[src/sha1_pkg.sv]
`timescale 1ns / 1ps
// ---------------------------------------------------------------------------
// SHA-1 digest package
// Types, round constants and the controller-to-datapath command bundle.
// ---------------------------------------------------------------------------
package sha1_pkg;

  // Initial chaining value, word 0 in the low slot
  localparam logic [4:0][31:0] SHA1_IV = {
    32'hC3D2E1F0, 32'h10325476, 32'h98BADCFE, 32'hEFCDAB89, 32'h67452301
  };

  localparam logic [31:0] K_0 = 32'h5A827999;
  localparam logic [31:0] K_1 = 32'h6ED9EBA1;
  localparam logic [31:0] K_2 = 32'h8F1BBCDC;
  localparam logic [31:0] K_3 = 32'hCA62C1D6;

  localparam logic [31:0] PAD_MARKER = 32'h80000000;

  localparam int unsigned ROUND_LAST = 79;
  localparam int unsigned SCHED_FIRST = 16;
  localparam int unsigned DIGEST_LAST = 4;

  typedef enum logic [1:0] {
    ST_IDLE,
    ST_FILL,
    ST_ROUND,
    ST_UPDATE
  } state_t;

  // Source of the word shifted into the block window
  typedef enum logic [2:0] {
    SRC_INPUT,
    SRC_MARKER,
    SRC_ZERO,
    SRC_LEN_HI,
    SRC_LEN_LO
  } src_t;

  // Round group: selects f and k
  typedef enum logic [1:0] {
    PH_CH,
    PH_PARITY_A,
    PH_MAJ,
    PH_PARITY_B
  } phase_t;

  typedef struct packed {
    logic        shift;
    src_t        src;
    logic        count_add;
    logic        load_vars;
    logic        round;
    phase_t      phase;
    logic        sched_new;
    logic        update_chain;
    logic        capture;
    logic [2:0]  out_idx;
  } cmd_t;

endpackage

[src/sha1_dp.sv]
`timescale 1ns / 1ps
// ---------------------------------------------------------------------------
// SHA-1 datapath
// Block window / message schedule, round unit, chaining hash, byte counter
// and the digest holding buffer.
// ---------------------------------------------------------------------------
module sha1_dp (
  input  logic               clk,
  input  logic               rst_n,
  input  logic [31:0]        in_data,
  input  logic [2:0]         in_vbytes,
  input  logic               in_last,
  input  sha1_pkg::cmd_t     cmd,
  output logic               in_short,
  output logic [31:0]        out_word
);
  import sha1_pkg::*;

  logic [31:0] win_r   [16];
  logic [31:0] vars_r  [5];
  logic [31:0] chain_r [5];
  logic [31:0] obuf_r  [5];
  logic [60:0] cnt_r;

  logic [2:0]  nbytes;
  logic [31:0] fmt_word;
  logic [63:0] len_bits;
  logic [31:0] shift_word;
  logic [31:0] sched_x;
  logic [31:0] w_cur;
  logic [31:0] f_val;
  logic [31:0] k_val;
  logic [31:0] tmp;
  logic [31:0] win_in;

  // Byte count of this item: full word unless final, capped at four
  always_comb begin
    if (!in_last || (in_vbytes > 3'd4)) begin
      nbytes = 3'd4;
    end else begin
      nbytes = in_vbytes;
    end
  end

  assign in_short = in_last && (in_vbytes < 3'd4);

  // Short final word: keep the valid bytes and place the pad marker after them
  always_comb begin
    unique case (nbytes)
      3'd0: begin
        fmt_word = PAD_MARKER;
      end
      3'd1: begin
        fmt_word = {in_data[31:24], 24'h800000};
      end
      3'd2: begin
        fmt_word = {in_data[31:16], 16'h8000};
      end
      3'd3: begin
        fmt_word = {in_data[31:8], 8'h80};
      end
      default: begin
        fmt_word = in_data;
      end
    endcase
  end

  assign len_bits = {cnt_r, 3'b000};

  always_comb begin
    unique case (cmd.src)
      SRC_INPUT:  shift_word = fmt_word;
      SRC_MARKER: shift_word = PAD_MARKER;
      SRC_LEN_HI: shift_word = len_bits[63:32];
      SRC_LEN_LO: shift_word = len_bits[31:0];
      default:    shift_word = '0;
    endcase
  end

  // Schedule word: window holds W[t-16..t-1] in slots 0..15
  assign sched_x = win_r[13] ^ win_r[8] ^ win_r[2] ^ win_r[0];
  assign w_cur   = cmd.sched_new ? {sched_x[30:0], sched_x[31]} : win_r[0];

  // Round function and constant
  always_comb begin
    unique case (cmd.phase)
      PH_CH: begin
        f_val = (vars_r[1] & vars_r[2]) | (~vars_r[1] & vars_r[3]);
        k_val = K_0;
      end
      PH_PARITY_A: begin
        f_val = vars_r[1] ^ vars_r[2] ^ vars_r[3];
        k_val = K_1;
      end
      PH_MAJ: begin
        f_val = (vars_r[1] & vars_r[2]) | (vars_r[1] & vars_r[3]) |
                (vars_r[2] & vars_r[3]);
        k_val = K_2;
      end
      default: begin
        f_val = vars_r[1] ^ vars_r[2] ^ vars_r[3];
        k_val = K_3;
      end
    endcase
  end

  assign tmp = {vars_r[0][26:0], vars_r[0][31:27]} + f_val + vars_r[4] + k_val + w_cur;

  assign win_in = cmd.shift ? shift_word : w_cur;

  // Block window: message words shift in, rounds rotate or extend it
  always_ff @(posedge clk) begin
    if (cmd.shift || cmd.round) begin
      for (int i = 0; i < 15; i++) begin
        win_r[i] <= win_r[i + 1];
      end
      win_r[15] <= win_in;
    end
  end

  // Working variables a..e
  always_ff @(posedge clk) begin
    if (cmd.load_vars) begin
      for (int i = 0; i < 5; i++) begin
        vars_r[i] <= chain_r[i];
      end
    end else if (cmd.round) begin
      vars_r[0] <= tmp;
      vars_r[1] <= vars_r[0];
      vars_r[2] <= {vars_r[1][1:0], vars_r[1][31:2]};
      vars_r[3] <= vars_r[2];
      vars_r[4] <= vars_r[3];
    end
  end

  // Chaining hash and message byte counter
  always_ff @(posedge clk) begin
    if (!rst_n) begin
      for (int i = 0; i < 5; i++) begin
        chain_r[i] <= SHA1_IV[i];
      end
      cnt_r <= '0;
    end else begin
      if (cmd.capture) begin
        for (int i = 0; i < 5; i++) begin
          chain_r[i] <= SHA1_IV[i];
        end
      end else if (cmd.update_chain) begin
        for (int i = 0; i < 5; i++) begin
          chain_r[i] <= chain_r[i] + vars_r[i];
        end
      end
      if (cmd.capture) begin
        cnt_r <= '0;
      end else if (cmd.count_add) begin
        cnt_r <= cnt_r + {58'd0, nbytes};
      end
    end
  end

  // Finished digest, held while it drains
  always_ff @(posedge clk) begin
    if (cmd.capture) begin
      for (int i = 0; i < 5; i++) begin
        obuf_r[i] <= chain_r[i] + vars_r[i];
      end
    end
  end

  assign out_word = obuf_r[cmd.out_idx];

endmodule

[src/sha1_ctrl.sv]
`timescale 1ns / 1ps
// ---------------------------------------------------------------------------
// SHA-1 controller
// Sequences word intake, padding fill, the 80 rounds and the chain update,
// and steps the digest words out.
// ---------------------------------------------------------------------------
module sha1_ctrl (
  input  logic            clk,
  input  logic            rst_n,
  input  logic            in_valid,
  input  logic            in_last,
  input  logic            in_short,
  output logic            in_ready,
  input  logic            out_ready,
  output logic            out_valid,
  output logic            out_last,
  output sha1_pkg::cmd_t  cmd
);
  import sha1_pkg::*;

  state_t      state_r, state_nxt;
  logic [3:0]  wcnt_r, wcnt_nxt;
  logic [6:0]  rnd_r, rnd_nxt;
  logic        fin_r, fin_nxt;
  logic        mark_r, mark_nxt;
  logic        lenblk_r, lenblk_nxt;
  logic        obusy_r, obusy_nxt;
  logic [2:0]  oidx_r, oidx_nxt;

  // State and counters
  always_ff @(posedge clk) begin
    if (!rst_n) begin
      state_r  <= ST_IDLE;
      wcnt_r   <= '0;
      rnd_r    <= '0;
      fin_r    <= 1'b0;
      mark_r   <= 1'b0;
      lenblk_r <= 1'b0;
      obusy_r  <= 1'b0;
      oidx_r   <= '0;
    end else begin
      state_r  <= state_nxt;
      wcnt_r   <= wcnt_nxt;
      rnd_r    <= rnd_nxt;
      fin_r    <= fin_nxt;
      mark_r   <= mark_nxt;
      lenblk_r <= lenblk_nxt;
      obusy_r  <= obusy_nxt;
      oidx_r   <= oidx_nxt;
    end
  end

  assign in_ready  = (state_r == ST_IDLE);
  assign out_valid = obusy_r;
  assign out_last  = (oidx_r == 3'(DIGEST_LAST));

  // Next state and commands
  always_comb begin
    state_nxt  = state_r;
    wcnt_nxt   = wcnt_r;
    rnd_nxt    = rnd_r;
    fin_nxt    = fin_r;
    mark_nxt   = mark_r;
    lenblk_nxt = lenblk_r;
    obusy_nxt  = obusy_r;
    oidx_nxt   = oidx_r;

    cmd              = '0;
    cmd.src          = SRC_ZERO;
    cmd.sched_new    = (rnd_r >= 7'(SCHED_FIRST));
    cmd.out_idx      = oidx_r;
    if (rnd_r < 7'd20) begin
      cmd.phase = PH_CH;
    end else if (rnd_r < 7'd40) begin
      cmd.phase = PH_PARITY_A;
    end else if (rnd_r < 7'd60) begin
      cmd.phase = PH_MAJ;
    end else begin
      cmd.phase = PH_PARITY_B;
    end

    unique case (state_r)
      ST_IDLE: begin
        if (in_valid) begin
          cmd.shift     = 1'b1;
          cmd.src       = SRC_INPUT;
          cmd.count_add = 1'b1;
          wcnt_nxt      = wcnt_r + 4'd1;
          fin_nxt       = in_last;
          mark_nxt      = in_last && !in_short;
          lenblk_nxt    = in_short && (wcnt_r <= 4'd13);
          if (wcnt_r == 4'd15) begin
            cmd.load_vars = 1'b1;
            rnd_nxt       = '0;
            state_nxt     = ST_ROUND;
          end else if (in_last) begin
            state_nxt = ST_FILL;
          end
        end
      end
      ST_FILL: begin
        // Pad marker if one is owed, then zeros, with the bit length in the last two slots of the closing block
        cmd.shift = 1'b1;
        wcnt_nxt  = wcnt_r + 4'd1;
        if (mark_r) begin
          cmd.src    = SRC_MARKER;
          mark_nxt   = 1'b0;
          lenblk_nxt = (wcnt_r <= 4'd13);
        end else if (lenblk_r && (wcnt_r == 4'd14)) begin
          cmd.src = SRC_LEN_HI;
        end else if (lenblk_r && (wcnt_r == 4'd15)) begin
          cmd.src = SRC_LEN_LO;
        end
        if (wcnt_r == 4'd15) begin
          cmd.load_vars = 1'b1;
          rnd_nxt       = '0;
          state_nxt     = ST_ROUND;
        end
      end
      ST_ROUND: begin
        cmd.round = 1'b1;
        rnd_nxt   = rnd_r + 7'd1;
        if (rnd_r == 7'(ROUND_LAST)) begin
          state_nxt = ST_UPDATE;
        end
      end
      ST_UPDATE: begin
        if (fin_r && lenblk_r) begin
          // Closing block: wait for the previous digest to drain
          if (!obusy_r) begin
            cmd.capture = 1'b1;
            fin_nxt     = 1'b0;
            lenblk_nxt  = 1'b0;
            obusy_nxt   = 1'b1;
            oidx_nxt    = '0;
            state_nxt   = ST_IDLE;
          end
        end else begin
          cmd.update_chain = 1'b1;
          if (fin_r) begin
            lenblk_nxt = 1'b1;
            state_nxt  = ST_FILL;
          end else begin
            state_nxt = ST_IDLE;
          end
        end
      end
      default: begin
        state_nxt = ST_IDLE;
      end
    endcase

    // Digest word stepping
    if (obusy_r && out_ready) begin
      if (oidx_r == 3'(DIGEST_LAST)) begin
        obusy_nxt = 1'b0;
        oidx_nxt  = '0;
      end else begin
        oidx_nxt = oidx_r + 3'd1;
      end
    end
  end

endmodule

[src/sha1_message_digest.sv]
`timescale 1ns / 1ps
// ---------------------------------------------------------------------------
// SHA-1 message digest
// Hashes a big-endian word stream and returns the five digest words.
// ---------------------------------------------------------------------------
// Channel | Direction | tdata (low bit up)                   | tlast
// in_     | sink      | data_word[31:0], valid_bytes[34:32]  | last_item
// out_    | source    | digest_word[31:0], word_index[34:32] | last_word
//
// A word is taken while the block is idle; every sixteenth word starts a compression of
// 80 rounds, one per cycle through the round adder, then a chain update step. The
// final item adds a fill step per remaining block slot and one or two compressions.
// The digest is copied to a holding buffer, so the next message is taken while the
// words drain; a second digest waits in the update step until the first has left.
// Synchronous active-low reset loads the initial vector and clears the count.
// ---------------------------------------------------------------------------
module sha1_message_digest (
  input  logic        clk,
  input  logic        rst_n,
  input  logic        in_tvalid,
  output logic        in_tready,
  input  logic [39:0] in_tdata,   // data_word[31:0], valid_bytes[34:32], zero fill
  input  logic        in_tlast,
  output logic        out_tvalid,
  input  logic        out_tready,
  output logic [39:0] out_tdata,  // digest_word[31:0], word_index[34:32], zero fill
  output logic        out_tlast
);
  import sha1_pkg::*;

  cmd_t        cmd;
  logic        in_short;
  logic [31:0] out_word;

  sha1_ctrl u_ctrl (
    .clk       (clk),
    .rst_n     (rst_n),
    .in_valid  (in_tvalid),
    .in_last   (in_tlast),
    .in_short  (in_short),
    .in_ready  (in_tready),
    .out_ready (out_tready),
    .out_valid (out_tvalid),
    .out_last  (out_tlast),
    .cmd       (cmd)
  );

  sha1_dp u_dp (
    .clk       (clk),
    .rst_n     (rst_n),
    .in_data   (in_tdata[31:0]),
    .in_vbytes (in_tdata[34:32]),
    .in_last   (in_tlast),
    .cmd       (cmd),
    .in_short  (in_short),
    .out_word  (out_word)
  );

  assign out_tdata = {5'd0, cmd.out_idx, out_word};

endmodule

[config.mk]
export PLATFORM = sky130hd
export DESIGN_NAME = sha1_message_digest
export DESIGN_NICKNAME = d
export VERILOG_FILES = /design/src/sha1_pkg.sv /design/src/sha1_dp.sv /design/src/sha1_ctrl.sv /design/src/sha1_message_digest.sv
export SDC_FILE = /design/constraint.sdc
export NUM_CORES = 2
export LEC_CHECK = 0
export ABC_AREA = 1
export BUFFER_PORTS_ARGS = -buffer_cell sky130_fd_sc_hd__clkbuf_2
export CAP_MARGIN = 20
export CORE_MARGIN = 4
export CORE_UTILIZATION = 50
export CTS_CLUSTER_SIZE = 16
export DETAILED_ROUTE_END_ITERATION = 6
export GPL_TIMING_DRIVEN = 1
export PLACE_DENSITY = 0.73
export SYNTH_ARGS = -nofsm -noshare
export SYNTH_HDL_FRONTEND = slang
export SYNTH_HIERARCHICAL = 1
export SYNTH_SLANG_ARGS = --single-unit
[constraint.sdc]
create_clock -name clk -period 18.65 [get_ports clk]
set_input_delay 3.73 -clock clk [delete_from_list [all_inputs] [get_ports clk]]
set_output_delay 3.73 -clock clk [all_outputs]
set_load 0.01 [all_outputs]
Word-level counts from Yosys, hierarchy flattened
Memory sizes are Yosys's and may differ from the RTL's. A register that Yosys moved wholly into a read port is not among the register bits.
Index checks and enable logic that the tools add are counted.
W data, S select, Z words.
- register bits: 81
- bits in writable memories: 992
- input bits: 45
- output and inout port bits: 43
- memories kept: 4
- memories (name ; depth ; bits a word ; read ports ; clocked after Yosys merged registers in ; wr ports ; RTL line ; text):
    u_dp.win_r ; 16 ; 32 ; 16 ; 0 ; 16 ; sha1_dp.sv:19 ; logic [31:0] win_r [16];
    u_dp.chain_r ; 5 ; 32 ; 5 ; 0 ; 5 ; sha1_dp.sv:21 ; logic [31:0] chain_r [5];
    u_dp.obuf_r ; 5 ; 32 ; 1 ; 1 ; 5 ; sha1_dp.sv:22 ; logic [31:0] obuf_r [5];
    u_dp.vars_r ; 5 ; 32 ; 5 ; 0 ; 5 ; sha1_dp.sv:20 ; logic [31:0] vars_r [5];
- add/subtract/negate cells: 13
- magnitude comparators: 7
- equality and inequality tests: 25
- muxes and demuxes: 90
- bitwise gates (word level): 29
- reduce and logical (&&, ||, !) cells: 28
- operators by type and width (cell ; number):
    $mux W32 ; 17
    $add A32 B32 Y32 ; 9
    $pmux W32 S4 ; 2
    $xor A32 B32 Y32 ; 5
    $and A32 B32 Y32 ; 4
    $or A32 B32 Y32 ; 3
    $pmux W32 S3 ; 1
    $pmux W32 S2 ; 1
    $add A61 B3 Y61 ; 1
    $mux W1 ; 36
    $mux W3 ; 11
    $not A32 Y32 ; 1
    $pmux W7 S3 ; 1
    $mux W2 ; 10
    $pmux W4 S2 ; 2
    $or A1 B1 Y1 ; 15
    $lt A7 B6 Y1 const B ; 2
    $mux W7 ; 2
    $reduce_and A5 Y1 ; 2
    $eq A3 B2 Y1 const B ; 3
    $eq A4 B4 Y1 const B ; 2
    $ne A2 B1 Y1 const B ; 4
    $pmux W2 S4 ; 1
    $reduce_bool A2 Y1 ; 4
    31 further kinds ; 53

Logic depth before layout (Yosys ltp)
- depth after elaboration: 11
- gate-level depth with buffers: 30
- depth with buffers taken out: 29

Modules after synthesis
The synthesis kept the hierarchy.
- by module, submodules not included (module ; instances ; cells an instance ; area each (µm²)):
    sha1_dp ; 1 ; 5739 ; 55942.4
    sha1_ctrl ; 1 ; 201 ; 1323.8
    sha1_message_digest ; 1 ; 6 ; 41.3

Least setup slack after synthesis
Ideal clock, no wire load.
- kind: input port to flip-flop
- from: input port in_tvalid
- to: memory u_dp.win_r[0][0], enable pin
- setup time: 3.626 ns
- arrival: 12.865 ns
- setup slack: 2.159 ns
- stages: 6
- path buffers: 2
- cell sequence: nand2_1 nand2_1 clkbuf_1 inv_2 clkbuf_1 nand2_1
- RTL lines (element ; RTL line ; text):
    start, declared ; sha1_message_digest.sv:20 ; input logic in_tvalid,
    end, declared ; sha1_dp.sv:19 ;

==> flow_summary.yaml <==
outcome:
  status: "completed"
worst_setup_path:
  crit_arrival_ns: 7.85
  crit_type: "reg -> reg"
  critPathLaunchType: "flip-flop"
  crit_path_end_kind: "flip-flop"
  required_ns: 19.12
  path_max_fanout: 33
synthesis:
  yosysTopAreaCell: "edfxtp_1"
  synthTopCellsByArea: "edfxtp_1, nand2_1, inv_1, ha_1, fa_1"
  yosysWarnings: 6
  synth_top_area_share: 0.5198
  syn_area_um2: 57310
  synthFlopType: "edfxtp_1"
  ys_seq_area_frac: 0.5481
  ys_ff_latch: 1073
  synth_async_sr_flop_share: 0
  synth-edff-count: 992
  syn_inst: 5946
  syn_area_per_cell_um2: 9.638
  ys_types: 56
routing:
  vias: 44150
  ant_nets: 0
  drc: 0
  wirelength_um: 189500
  vias_per_cell: 5.758
  first_pass_iters: 7
  drt_iter0_drc: 5857
  post_drt_wl_per_cell_um: 24.71
cts:
  cts_resized: 0
  root_buffer: "clkbuf_16"
  clock_tree.buffer_depth: 3
  cts.sinks: 1073
  post-cts-setup-buffers: 0
  cts.reportedPaths.clkPinSlew_ns: 0.06
  htree_levels: 3
  cts_made_buffers: 110
  hold_buffers: 0
  worstSkewPairLatency_ns: 0.74
  cts_tree: "yes"
global_routing:
  track_usage: 0.3089
  grt_pass1_vias: 41140
  grt_max_degree: 216
  antenna_found_initial: 8
  gr-total-overflow: 0
  grt_pass1_wl_um: 273200
sta:
  fin_setup_tns_ns: 0
  grt_setup_unrepaired: "false"
  period_share: 0.3959
  slew_violations: 0
  setup_violations: 0
  max_freq_mhz: 135.4
  finalHoldViolCount: 0
  max_slew_margin: 0.2149
  fin_worst_skew_ns: 0.04791
  fin_crit_ns: 7.383
  worst_pin_slew_ns: 1.174
hold_path:
  min_path_type: "reg -> reg"
floorplan:
  io_pins: 88
  dieArea_um2: 120100
  start_util: 0.5066
  die_w_um: 346.6
  dieHeight_um: 346.6
  core_area_um2: 113100
  rows: 123
cells_and_area:
  drive_gt1_frac: 0.06377
  layout_commonest_cell: "nand2_1"
  area_growth_pct: 10.58
  mostFrequentLayoutCells: "nand2_1, edfxtp_1, inv_1"
  nets: 6451
  utilization: 0.5602
placed_design:
  dpl.hpwl_um: 143600
  portBuffers: 77
  gp_congestion: 1.015
power_and_ir_drop:
  ir_drop_mv: 0.2098
  p_leak_nw: 25.35
  power_density_nw_per_um2: 213.5
run:
  maxCapViolCount: 0
## per-layer routing
metal	wire length [µm]	track usage	share of wire	vias to the layer above
li1	-	-	-	20210
met1	81160	0.4596	0.43	21300
met2	75900	0.4262	0.40	2322
met3	25090	0.1000	0.13	313
met4	7283	0.1032	0.038	6
met5	40	0	0.00021	-
## worst max-delay path, cell delays in order, from the launching register on
cell,delay (ns)
dfxtp_1,0.42
nand2_1,0.10
inv_1,0.10
a211oi_1,0.06
o22ai_1,0.71
inv_1,0.22
ha_1,0.58
inv_2,0.12
buf_4,0.50
a21oi_1,0.09
a221oi_1,0.94
fa_1,0.56
inv_1,0.08
fa_1,0.43
inv_1,0.10
fa_1,0.41
inv_1,0.07
ha_1,0.24
nand2_1,0.19
nor2_1,0.36
nand2_1,0.12
or2_2,0.32
nand3_1,0.08
nand2_1,0.05
nand3_1,0.18
nand2_1,0.09
## sequential cells by signal, indices dropped and copies added (netlist names), 2 cells and up
name,cells
u_ctrl/wcnt_r,4
u_ctrl/rnd_r,7
u_dp/vars_r,160
u_ctrl/state_r,2
u_dp/chain_r,160
u_dp/cnt_r,61
u_ctrl/oidx_r,3
u_dp/win_r,512
u_dp/obuf_r,160
## Yosys cell counts (23+ instances only)
cell / number
inv_1: 772
xor2_1: 68
dfxtp_1: 81
o21ai_0: 308
o21bai_1: 41
a31oi_1: 35
fa_1: 126
o21ai_1: 32
or2_2: 23
ha_1: 211
nand3_1: 277
a21oi_1: 313
xnor2_1: 127
nand3b_1: 23
nand4_1: 76
a221oi_1: 26
nor3_1: 80
nor2_1: 636
clkbuf_1: 91
edfxtp_1: 992
nand2_1: 1385
## stage by stage
stage               power, mW  hold slack [ns]  instance area, µm²  std cells  setup slack [ns]
global route            14.37           0.4080               63360       7663             10.92
CTS                     13.35           0.3962               63360       7662             11.32
floorplan               8.918           0.4003               57320       5950             2.159
finish                  13.53           0.4007               63370       7667             11.27
global placement        10.85           0.4000               59520       7455             10.78
detailed placement      10.96           0.4045               59530       7456             10.69
## where the power goes
group / internal (mW) / switching (mW)
clock: 1.34 / 0.999
sequential: 3.89 / 0.510
combinational: 2.07 / 4.73
total: 7.30 / 6.23
## final cells by class
type / instances / area [µm²]
clock buffer: 127 / 2826
inverter: 790 / 2977
timing repair buffer: 125 / 753.2
tap: 1500 / 1877
antenna: 4 / 10.01
fill: 9796 / 49740
sequential: 1073 / 31410
clock inverter: 79 / 1002
multi-input combinational: 3969 / 22510
## final timing paths
kind                 startpoint                 end  slack, ns  cells after the start
max             u_ctrl/rnd_r[3]  u_dp/vars_r[0][23]      11.27                     25
min          u_dp/win_r[1][106]   u_dp/win_r[1][74]       0.40                      0
max reg2reg     u_ctrl/rnd_r[3]  u_dp/vars_r[0][23]      11.27                     25
min reg2reg  u_dp/win_r[1][106]   u_dp/win_r[1][74]       0.40                      0
## logic make-up (layout without fill, tap and decap cells)
| group | count (synthesis) | after routing | synth area share |
|---|---|---|---|
| compound gates | 846 | 846 | 0.08187 |
| xor+xnor | 195 | 195 | 0.02980 |
| fa+ha+maj | 337 | 337 | 0.09008 |
| buf+inv | 908 | 1121 | 0.06004 |
| flops | 1073 | 1073 | 0.5481 |
| mux | 13 | 13 | 0.002271 |
| other cells | 1 | 9 | 0.00006544 |
| simple gates | 2573 | 2573 | 0.1878 |
Power figures use the tool's default switching activity.
